File: config.mk
export PLATFORM = sky130hd
export DESIGN_NAME = min_heap_priority_queue
export DESIGN_NICKNAME = d
export VERILOG_FILES = /design/src/hw/rtl/mhpq_pkg.sv /design/src/hw/rtl/mhpq_ram.sv /design/src/hw/rtl/min_heap_priority_queue.sv
export SDC_FILE = /design/constraint.sdc
export NUM_CORES = 1
export LEC_CHECK = 0
export BUFFER_PORTS_ARGS = -buffer_cell sky130_fd_sc_hd__buf_2
export CAP_MARGIN = 20
export CORE_UTILIZATION = 30
export CTS_CLUSTER_SIZE = 28
export DETAILED_ROUTE_END_ITERATION = 12
export HOLD_SLACK_MARGIN = 0.02
export PLACE_DENSITY = 0.41
export SYNTH_ARGS = -nofsm -noshare
export SYNTH_HDL_FRONTEND = slang
export SYNTH_SLANG_ARGS = --single-unit
File: constraint.sdc
create_clock -name clk -period 10.02 [get_ports clk]
set_clock_uncertainty 0.1 [all_clocks]
set_input_delay 1.002 -clock clk [delete_from_list [all_inputs] [get_ports clk]]
set_output_delay 1.002 -clock clk [all_outputs]
set_load 0.02 [all_outputs]
File: src/hw/rtl/mhpq_pkg.sv
// Shared types and constants for the min-heap priority queue.
// No dependencies; min_heap_priority_queue imports this package, mhpq_ram does not.
`default_nettype none

package mhpq_pkg;

  // Heap geometry
  localparam int CAPACITY = 16;
  localparam int IDX_W    = $clog2(CAPACITY);
  localparam int CNT_W    = 5;
  localparam int KEY_W    = 32;

  typedef enum logic {
    OP_INSERT = 1'b0,
    OP_REMOVE = 1'b1
  } opcode_t;

  typedef enum logic [1:0] {
    ST_OK    = 2'd0,
    ST_FULL  = 2'd1,
    ST_EMPTY = 2'd2
  } status_t;

  typedef struct packed {
    opcode_t                  opcode;
    logic signed [KEY_W-1:0]  key_in;
  } in_item_t;

  typedef struct packed {
    logic signed [KEY_W-1:0]  key_out;
    status_t                  status;
    logic [CNT_W-1:0]         count_after;
  } out_item_t;

endpackage

`default_nettype wire

File: src/hw/rtl/mhpq_ram.sv
// Generic synchronous RAM: one write port, two read ports, registered read data.
// No package dependencies.
`default_nettype none

module mhpq_ram #(
  parameter int WIDTH = 32,
  parameter int DEPTH = 16
) (
  input  wire logic                     clk,
  input  wire logic                     we,
  input  wire logic [$clog2(DEPTH)-1:0] waddr,
  input  wire logic [WIDTH-1:0]         wdata,
  input  wire logic [$clog2(DEPTH)-1:0] raddr0,
  output logic      [WIDTH-1:0]         rdata0,
  input  wire logic [$clog2(DEPTH)-1:0] raddr1,
  output logic      [WIDTH-1:0]         rdata1
);

  logic [WIDTH-1:0] mem [DEPTH];

  // Write port and both registered read ports
  always_ff @(posedge clk) begin
    if (we) begin
      mem[waddr] <= wdata;
    end
    rdata0 <= mem[raddr0];
    rdata1 <= mem[raddr1];
  end

endmodule

`default_nettype wire

File: src/hw/rtl/min_heap_priority_queue.sv
// Top level of the min-heap priority queue: control sequencer around the heap RAM.
// Depends on mhpq_pkg and mhpq_ram.
//
//   channel | ports                        | carries
//   --------+------------------------------+-------------------------------
//   input   | in_valid / in_ready / in_data     | opcode, key_in
//   result  | out_valid / out_ready / out_data  | key_out, status, count_after
//
// One item is in flight at a time; in_ready is high only while the sequencer is idle.
// Insert: into an empty heap the key is written straight to the root, else it rises level by level.
// Remove: the root and last entry are fetched together; unless the heap is then empty, the last entry sinks.
// Refused items go straight to the result stage.
// The single RAM write port limits the sift to one heap level per cycle.
// Reset (synchronous, rst_n low) empties the heap; RAM contents are not cleared.
// A finished result waits in the sequencer while the output register is still held.
`default_nettype none

module min_heap_priority_queue
  import mhpq_pkg::*;
(
  input  wire logic      clk,
  input  wire logic      rst_n,
  input  wire logic      in_valid,
  output logic           in_ready,
  input  wire in_item_t  in_data,
  output logic           out_valid,
  input  wire logic      out_ready,
  output out_item_t      out_data
);

  typedef enum logic [2:0] {
    S_IDLE,
    S_ROOT,
    S_UP,
    S_DOWN,
    S_PLACE,
    S_DONE
  } state_t;

  state_t                  state_r,     state_nxt;
  logic [CNT_W-1:0]        count_r,     count_nxt;
  logic [IDX_W-1:0]        pos_r,       pos_nxt;
  logic signed [KEY_W-1:0] key_r,       key_nxt;
  logic signed [KEY_W-1:0] res_key_r,   res_key_nxt;
  status_t                 res_stat_r,  res_stat_nxt;
  logic                    out_valid_r, out_valid_nxt;
  out_item_t               out_data_r,  out_data_nxt;

  logic                    ram_we;
  logic [IDX_W-1:0]        ram_waddr;
  logic [KEY_W-1:0]        ram_wdata;
  logic [IDX_W-1:0]        ram_raddr0;
  logic [IDX_W-1:0]        ram_raddr1;
  logic [KEY_W-1:0]        ram_rdata0;
  logic [KEY_W-1:0]        ram_rdata1;

  logic                    in_xfer;
  logic [IDX_W-1:0]        par_idx;
  logic [IDX_W+1:0]        left_idx;
  logic [IDX_W+1:0]        right_idx;
  logic                    left_ok;
  logic                    right_ok;
  logic                    take_left;
  logic                    take_right;
  logic signed [KEY_W-1:0] left_key;
  logic signed [KEY_W-1:0] right_key;
  logic signed [KEY_W-1:0] best_key;

  function automatic logic [IDX_W-1:0] parent_of(input logic [IDX_W-1:0] p);
    logic [IDX_W-1:0] pm1;
    pm1 = p - 1'b1;
    return pm1 >> 1;
  endfunction

  function automatic logic [IDX_W+1:0] left_of(input logic [IDX_W-1:0] p);
    return {1'b0, p, 1'b1};
  endfunction

  function automatic logic [IDX_W+1:0] right_of(input logic [IDX_W-1:0] p);
    return (IDX_W+2)'({1'b0, p, 1'b1} + 1'b1);
  endfunction

  mhpq_ram #(
    .WIDTH (KEY_W),
    .DEPTH (CAPACITY)
  ) u_heap_ram (
    .clk    (clk),
    .we     (ram_we),
    .waddr  (ram_waddr),
    .wdata  (ram_wdata),
    .raddr0 (ram_raddr0),
    .rdata0 (ram_rdata0),
    .raddr1 (ram_raddr1),
    .rdata1 (ram_rdata1)
  );

  assign in_ready  = (state_r == S_IDLE);
  assign in_xfer   = in_valid && in_ready;
  assign out_valid = out_valid_r;
  assign out_data  = out_data_r;

  // Sift-up / sift-down compare terms for the current hole position
  assign par_idx    = parent_of(pos_r);
  assign left_idx   = left_of(pos_r);
  assign right_idx  = right_of(pos_r);
  assign left_ok    = left_idx  < (IDX_W+2)'(count_r);
  assign right_ok   = right_idx < (IDX_W+2)'(count_r);
  assign left_key   = $signed(ram_rdata0);
  assign right_key  = $signed(ram_rdata1);
  assign take_left  = left_ok && (left_key < key_r);
  assign best_key   = take_left ? left_key : key_r;
  assign take_right = right_ok && (right_key < best_key);

  // Sequencer next state, RAM control and result staging
  always_comb begin
    state_nxt     = state_r;
    count_nxt     = count_r;
    pos_nxt       = pos_r;
    key_nxt       = key_r;
    res_key_nxt   = res_key_r;
    res_stat_nxt  = res_stat_r;
    out_valid_nxt = out_valid_r;
    out_data_nxt  = out_data_r;
    ram_we        = 1'b0;
    ram_waddr     = pos_r;
    ram_wdata     = key_r;
    ram_raddr0    = '0;
    ram_raddr1    = '0;

    if (out_valid_r && out_ready) begin
      out_valid_nxt = 1'b0;
    end

    unique case (state_r)
      S_IDLE: begin
        if (in_xfer) begin
          res_key_nxt  = '0;
          res_stat_nxt = ST_OK;
          if (in_data.opcode == OP_INSERT) begin
            if (count_r == CNT_W'(CAPACITY)) begin
              res_stat_nxt = ST_FULL;
              state_nxt    = S_DONE;
            end else begin
              count_nxt = count_r + 1'b1;
              key_nxt   = in_data.key_in;
              if (count_r == '0) begin
                // first key goes straight to the root
                ram_we    = 1'b1;
                ram_waddr = '0;
                ram_wdata = in_data.key_in;
                state_nxt = S_DONE;
              end else begin
                pos_nxt    = count_r[IDX_W-1:0];
                ram_raddr0 = parent_of(count_r[IDX_W-1:0]);
                state_nxt  = S_UP;
              end
            end
          end else begin
            if (count_r == '0) begin
              res_stat_nxt = ST_EMPTY;
              state_nxt    = S_DONE;
            end else begin
              // fetch root and last entry together
              count_nxt  = count_r - 1'b1;
              ram_raddr0 = '0;
              ram_raddr1 = IDX_W'(count_r - 1'b1);
              state_nxt  = S_ROOT;
            end
          end
        end
      end

      S_ROOT: begin
        res_key_nxt = $signed(ram_rdata0);
        if (count_r == '0) begin
          state_nxt = S_DONE;
        end else begin
          key_nxt    = $signed(ram_rdata1);
          pos_nxt    = '0;
          ram_raddr0 = IDX_W'(left_of('0));
          ram_raddr1 = IDX_W'(right_of('0));
          state_nxt  = S_DOWN;
        end
      end

      S_UP: begin
        if (key_r < $signed(ram_rdata0)) begin
          // parent moves down into the hole
          ram_we    = 1'b1;
          ram_waddr = pos_r;
          ram_wdata = ram_rdata0;
          pos_nxt   = par_idx;
          if (par_idx == '0) begin
            state_nxt = S_PLACE;
          end else begin
            ram_raddr0 = parent_of(par_idx);
          end
        end else begin
          ram_we    = 1'b1;
          ram_waddr = pos_r;
          ram_wdata = key_r;
          state_nxt = S_DONE;
        end
      end

      S_DOWN: begin
        if (take_right) begin
          ram_we     = 1'b1;
          ram_waddr  = pos_r;
          ram_wdata  = right_key;
          pos_nxt    = right_idx[IDX_W-1:0];
          ram_raddr0 = IDX_W'(left_of(right_idx[IDX_W-1:0]));
          ram_raddr1 = IDX_W'(right_of(right_idx[IDX_W-1:0]));
        end else if (take_left) begin
          ram_we     = 1'b1;
          ram_waddr  = pos_r;
          ram_wdata  = left_key;
          pos_nxt    = left_idx[IDX_W-1:0];
          ram_raddr0 = IDX_W'(left_of(left_idx[IDX_W-1:0]));
          ram_raddr1 = IDX_W'(right_of(left_idx[IDX_W-1:0]));
        end else begin
          ram_we    = 1'b1;
          ram_waddr = pos_r;
          ram_wdata = key_r;
          state_nxt = S_DONE;
        end
      end

      S_PLACE: begin
        ram_we    = 1'b1;
        ram_waddr = pos_r;
        ram_wdata = key_r;
        state_nxt = S_DONE;
      end

      S_DONE: begin
        if (!out_valid_r || out_ready) begin
          out_valid_nxt            = 1'b1;
          out_data_nxt.key_out     = res_key_r;
          out_data_nxt.status      = res_stat_r;
          out_data_nxt.count_after = count_r;
          state_nxt                = S_IDLE;
        end
      end

      default: begin
        state_nxt = S_IDLE;
      end
    endcase
  end

  // State and registered outputs
  always_ff @(posedge clk) begin
    pos_r      <= pos_nxt;
    key_r      <= key_nxt;
    res_key_r  <= res_key_nxt;
    res_stat_r <= res_stat_nxt;
    out_data_r <= out_data_nxt;
    if (!rst_n) begin
      state_r     <= S_IDLE;
      count_r     <= '0;
      out_valid_r <= 1'b0;
    end else begin
      state_r     <= state_nxt;
      count_r     <= count_nxt;
      out_valid_r <= out_valid_nxt;
    end
  end

  // Checks
  a_count_bound: assert property (@(posedge clk) disable iff (!rst_n)
    count_r <= CNT_W'(CAPACITY))
    else $error("heap count above capacity");

  a_full_count: assert property (@(posedge clk) disable iff (!rst_n)
    out_valid && out_data.status == ST_FULL |-> out_data.count_after == CNT_W'(CAPACITY))
    else $error("full refusal with wrong count");

  a_empty_result: assert property (@(posedge clk) disable iff (!rst_n)
    out_valid && out_data.status == ST_EMPTY |->
      out_data.count_after == '0 && out_data.key_out == '0)
    else $error("empty refusal with wrong fields");

  a_idle_write: assert property (@(posedge clk) disable iff (!rst_n)
    ram_we && state_r == S_IDLE |-> in_xfer && count_r == '0)
    else $error("heap RAM written while idle without an insert");

endmodule

`default_nettype wire
==> load_flow_metrics.sql <==
INSERT INTO impl_metrics (metric_group, metric, value, unit) VALUES
('outcome', 'run_status', 'completed', ''),
('pwr', 'power_leakage', '13.4', 'nW'),
('placement', 'port-buffer-count', '77', ''),
('clocking', 'cts.sink_count', '694', ''),
('sta', 'setup-violations-final', '0', ''),
('worst_setup_path', 'endpoint_kind', 'flip-flop', ''),
('global_route', 'grt_first_pass_wirelength', '184000', 'um'),
('sta', 'fin_crit', '7.89', 'ns'),
('sta', 'final_max_slew_viol_count', '0', ''),
('pwr', 'ir_drop_worst_vdd', '285', 'uV'),
('placement', 'place.detailed.hpwl', '77400', 'um'),
('worst_setup_path', 'critPathRequiredTime', '10.42', 'ns'),
('placement', 'preCtsSetupSlack', '2.03', 'ns'),
('clocking', 'cts.hold.buffers_added', '0', ''),
('synth', 'yosysSeqAreaShare', '58.8', '%'),
('global_route', 'track_usage', '22.0', '%'),
('worst_setup_path', 'critPathSlowestCell', 'a2111oi_0', ''),
('clocking', 'maximum_buffer_depth_of_the_clock_tree', '3', ''),
('finish', 'antenna_cells', '0', ''),
('worst_setup_path', 'start_kind', 'flip-flop', ''),
('synth', 'postSynthAreaPerCell', '12.3', 'sq um'),
('drt', 'routed-via-count', '24800', ''),
('floorplan', 'horizontal_die_dimension', '340', 'um'),
('clocking', 'clk-insertion-delay-late', '0.66', 'ns'),
('clocking', 'cts_root_buffer', 'clkbuf_16', ''),
('sta', 'max_slew.worst_pin.slew', '0.888', 'ns'),
('worst_setup_path', 'setup.worst_path.end', 'u_heap_ram.rdata0[22]', ''),
('pwr', 'pwr_density_cell', '357', 'mW/mm^2'),
('sta', 'worst_slack', '2.13', 'ns'),
('finish', 'fillCellCount', '11000', ''),
('floorplan', 'rows', '123', ''),
('clocking', 'clock_tree_from_tritoncts', 'built', ''),
('synth', 'edff_count_synth', '621', ''),
('synth', 'ys_seq_elements', '694', ''),
('hold_path', 'hold_path_class', 'reg2reg', ''),
('floorplan', 'design.die.area', '0.115', 'sq mm'),
('drt', 'detail_route.vias_per_cell', '5.63', ''),
('sta', 'finalHoldWorstSlack', '0.315', 'ns'),
('synth', 'netlist-cell-type-count', '78', ''),
('sta', 'hold_viol_final', '0', ''),
('drt', 'wl_per_cell', '29.4', 'um'),
('worst_setup_path', 'critical_path_arrival', '8.29', 'ns'),
('sta', 'grt_setup_unrepaired', 'no', ''),
('placement', 'gp_congestion', '0.849', ''),
('synth', 'synth_warnings', '0', ''),
('drt', 'postRouteAntennaNets', '0', ''),
('synth', 'ys.flop_type', 'edfxtp_1', ''),
('worst_setup_path', 'slowest_delay', '0.85', 'ns'),
('worst_setup_path', 'path_class', 'reg2reg', ''),
('flow_run', 'cap_violations', '0', ''),
('clocking', 'post_cts.resized_instances', '0', ''),
('drt', 'drc_markers', '0', ''),
('finish', 'ff_latch_area', '0.0201', 'sq mm'),
('synth', 'syn_inst', '2788', ''),
('finish', 'syn2layout_area_growth', '14.8', '%'),
('floorplan', 'io_count', '78', ''),
('floorplan', 'floorplan.initialDensity', '30.3', '%'),
('floorplan', 'core_area', '0.113', 'sq mm'),
('global_route', 'largest_net_degree_at_the_start_of_global_routing', '91', ''),
('synth', 'synth_area', '0.0342', 'sq mm'),
('sta', 'final_min_period_over_clock_period', '78.7', '%'),
('clocking', 'cts_setup_buffers', '0', ''),
('worst_setup_path', 'regToRegStartpoint', 'u_heap_ram.rdata0[5]', ''),
('sta', 'max_clock_freq', '127', 'MHz'),
('clocking', 'htreeDepth', '3', ''),
('global_route', 'globalRoute.totalOverflow', '0', ''),
('pwr', 'power', '14.0', 'mW'),
('global_route', 'grt_antenna_before_repair', '3', ''),
('clocking', 'cts-buffers-inserted', '80', ''),
('finish', 'layout-drive-gt1-share', '18.7', '%'),
('worst_setup_path', 'worst-r2r-setup-slack', '2.13', 'ns');
[sequential cells by signal, summed over array words and instances, names as in the netlist]
register	cells
state_r	3
out_valid	1
count_r	5
u_heap_ram.rdata0	32
pos_r	4
res_stat_r	2
res_key_r	32
u_heap_ram.rdata1	32
key_r	32
out_data	39
u_heap_ram.mem	512
[logic make-up after synthesis]
group	share of synthesized area (%)
adders and majority gates	2.82
DFF	58.8
muxes	9.96
xor gates and xnor gates	0.281
AOI/OAI and AO/OA	16.3
buffers and inverters	4.98
and+or+nand+nor	6.95
[worst max-delay path: cells and delay by family, from the launching register on]
kind                     cells  cell delay, ns
AO/OA/AOI/OAI                9            3.26
AND/OR/NAND/NOR              5            1.17
buffers and inverters        4            1.05
multiplexers                 2            0.92
adder cells (fa/ha/maj)      2            0.66
flip-flops                   1            0.49
[metrics by stage]
stage,cell area [sq um],util (%),instances
3_5_place_dp,36600,32.5,4262
4_1_cts,39300,34.8,4411
5_1_grt,39300,34.8,4412
6_report,39300,34.8,4412
3_3_place_gp,36600,32.5,4261
2_1_floorplan,34200,-,2788
[area by class of cell]
type	instances	area share, %
well taps	1500	4.78
flip-flops and latches	694	51.2
clock inverters	45	1.18
multi-input cells	1696	32.2
repair buffers	187	3.35
inverters	186	1.78
clock buffers	104	5.53
[layout by cell type, fill, tap and decap left out, drive strengths merged, types with 34 or more instances in the layout]
cell type    n
buf        187
inv        189
mux2i      160
dfxtp       73
nor2       111
ha          77
o21ai      112
nand2      239
mux2       160
nor4        41
o22ai       34
o221ai      67
edfxtp     621
clkbuf     104
a21oi      171
o31ai       68
o211ai     262
[cells in the mapped netlist, drive strengths merged, types with 3 or more instances]
| cell type | number | area share [%] |
|---|---|---|
| nor2b | 7 | 0.13 |
| xor2 | 4 | 0.10 |
| o21a | 9 | 0.20 |
| o221ai | 67 | 1.7 |
| clkbuf | 130 | 1.4 |
| a211oi | 5 | 0.11 |
| a22oi | 3 | 0.066 |
| a2111oi | 4 | 0.10 |
| o31ai | 68 | 1.5 |
| a21oi | 171 | 2.5 |
| ha | 77 | 2.8 |
| nand2b | 8 | 0.15 |
| and3 | 5 | 0.091 |
| a31oi | 4 | 0.073 |
| inv | 185 | 2.0 |
| nand2 | 239 | 2.6 |
| or2 | 8 | 0.15 |
| o22ai | 34 | 0.62 |
| nand4 | 16 | 0.31 |
| a221o | 6 | 0.18 |
| mux2i | 160 | 4.7 |
| xnor2 | 7 | 0.18 |
| o22a | 3 | 0.077 |
| buf | 82 | 1.5 |
| or3 | 5 | 0.11 |
| mux2 | 160 | 5.3 |
| nor3 | 24 | 0.40 |
| edfxtp | 621 | 54 |
| nor2 | 111 | 1.2 |
| nand3 | 12 | 0.19 |
| a21o | 5 | 0.11 |
| nor4 | 41 | 1.4 |
| dfxtp | 73 | 4.3 |
| a32o | 31 | 0.91 |
| o211ai | 262 | 5.8 |
| and2 | 4 | 0.073 |
| o21ai | 112 | 1.6 |
[per-layer routing]
layer | wire length [um] | vias up | part of all wire [%] | track usage, %
li1 | - | 10800 | - | -
met1 | 58400 | 12700 | 45 | 30.6
met2 | 59600 | 1058 | 46 | 35.1
met3 | 8160 | 204 | 6.3 | 3.04
met4 | 3370 | 2 | 2.6 | 6.80
met5 | 8 | - | 0.0062 | 0
[where the power goes]
part	switching (mW)	leakage [nW]	total [mW]	internal [mW]
registers	0.440	6.30	4.90	4.46
logic	4.32	5.81	6.16	1.84
clock network	1.23	1.29	2.97	1.74
total	5.98	13.4	14.0	8.04
[how the worst min path moves through the flow]
| stage | from | to | slack [ns] | depth (start not counted) |
|---|---|---|---|---|
| 5_1_grt | res_key_r[2] | out_data[9] | 0.32 | 0 |
| 2_1_floorplan | res_key_r[3] | out_data[10] | 0.30 | 0 |
| 3_5_place_dp | res_key_r[4] | out_data[11] | 0.30 | 0 |
| 4_1_cts | res_key_r[4] | out_data[11] | 0.32 | 0 |
| 3_3_place_gp | res_key_r[16] | out_data[23] | 0.30 | 0 |
| 6_report | res_key_r[15] | out_data[22] | 0.31 | 0 |
(Power assumes the default switching activity.)
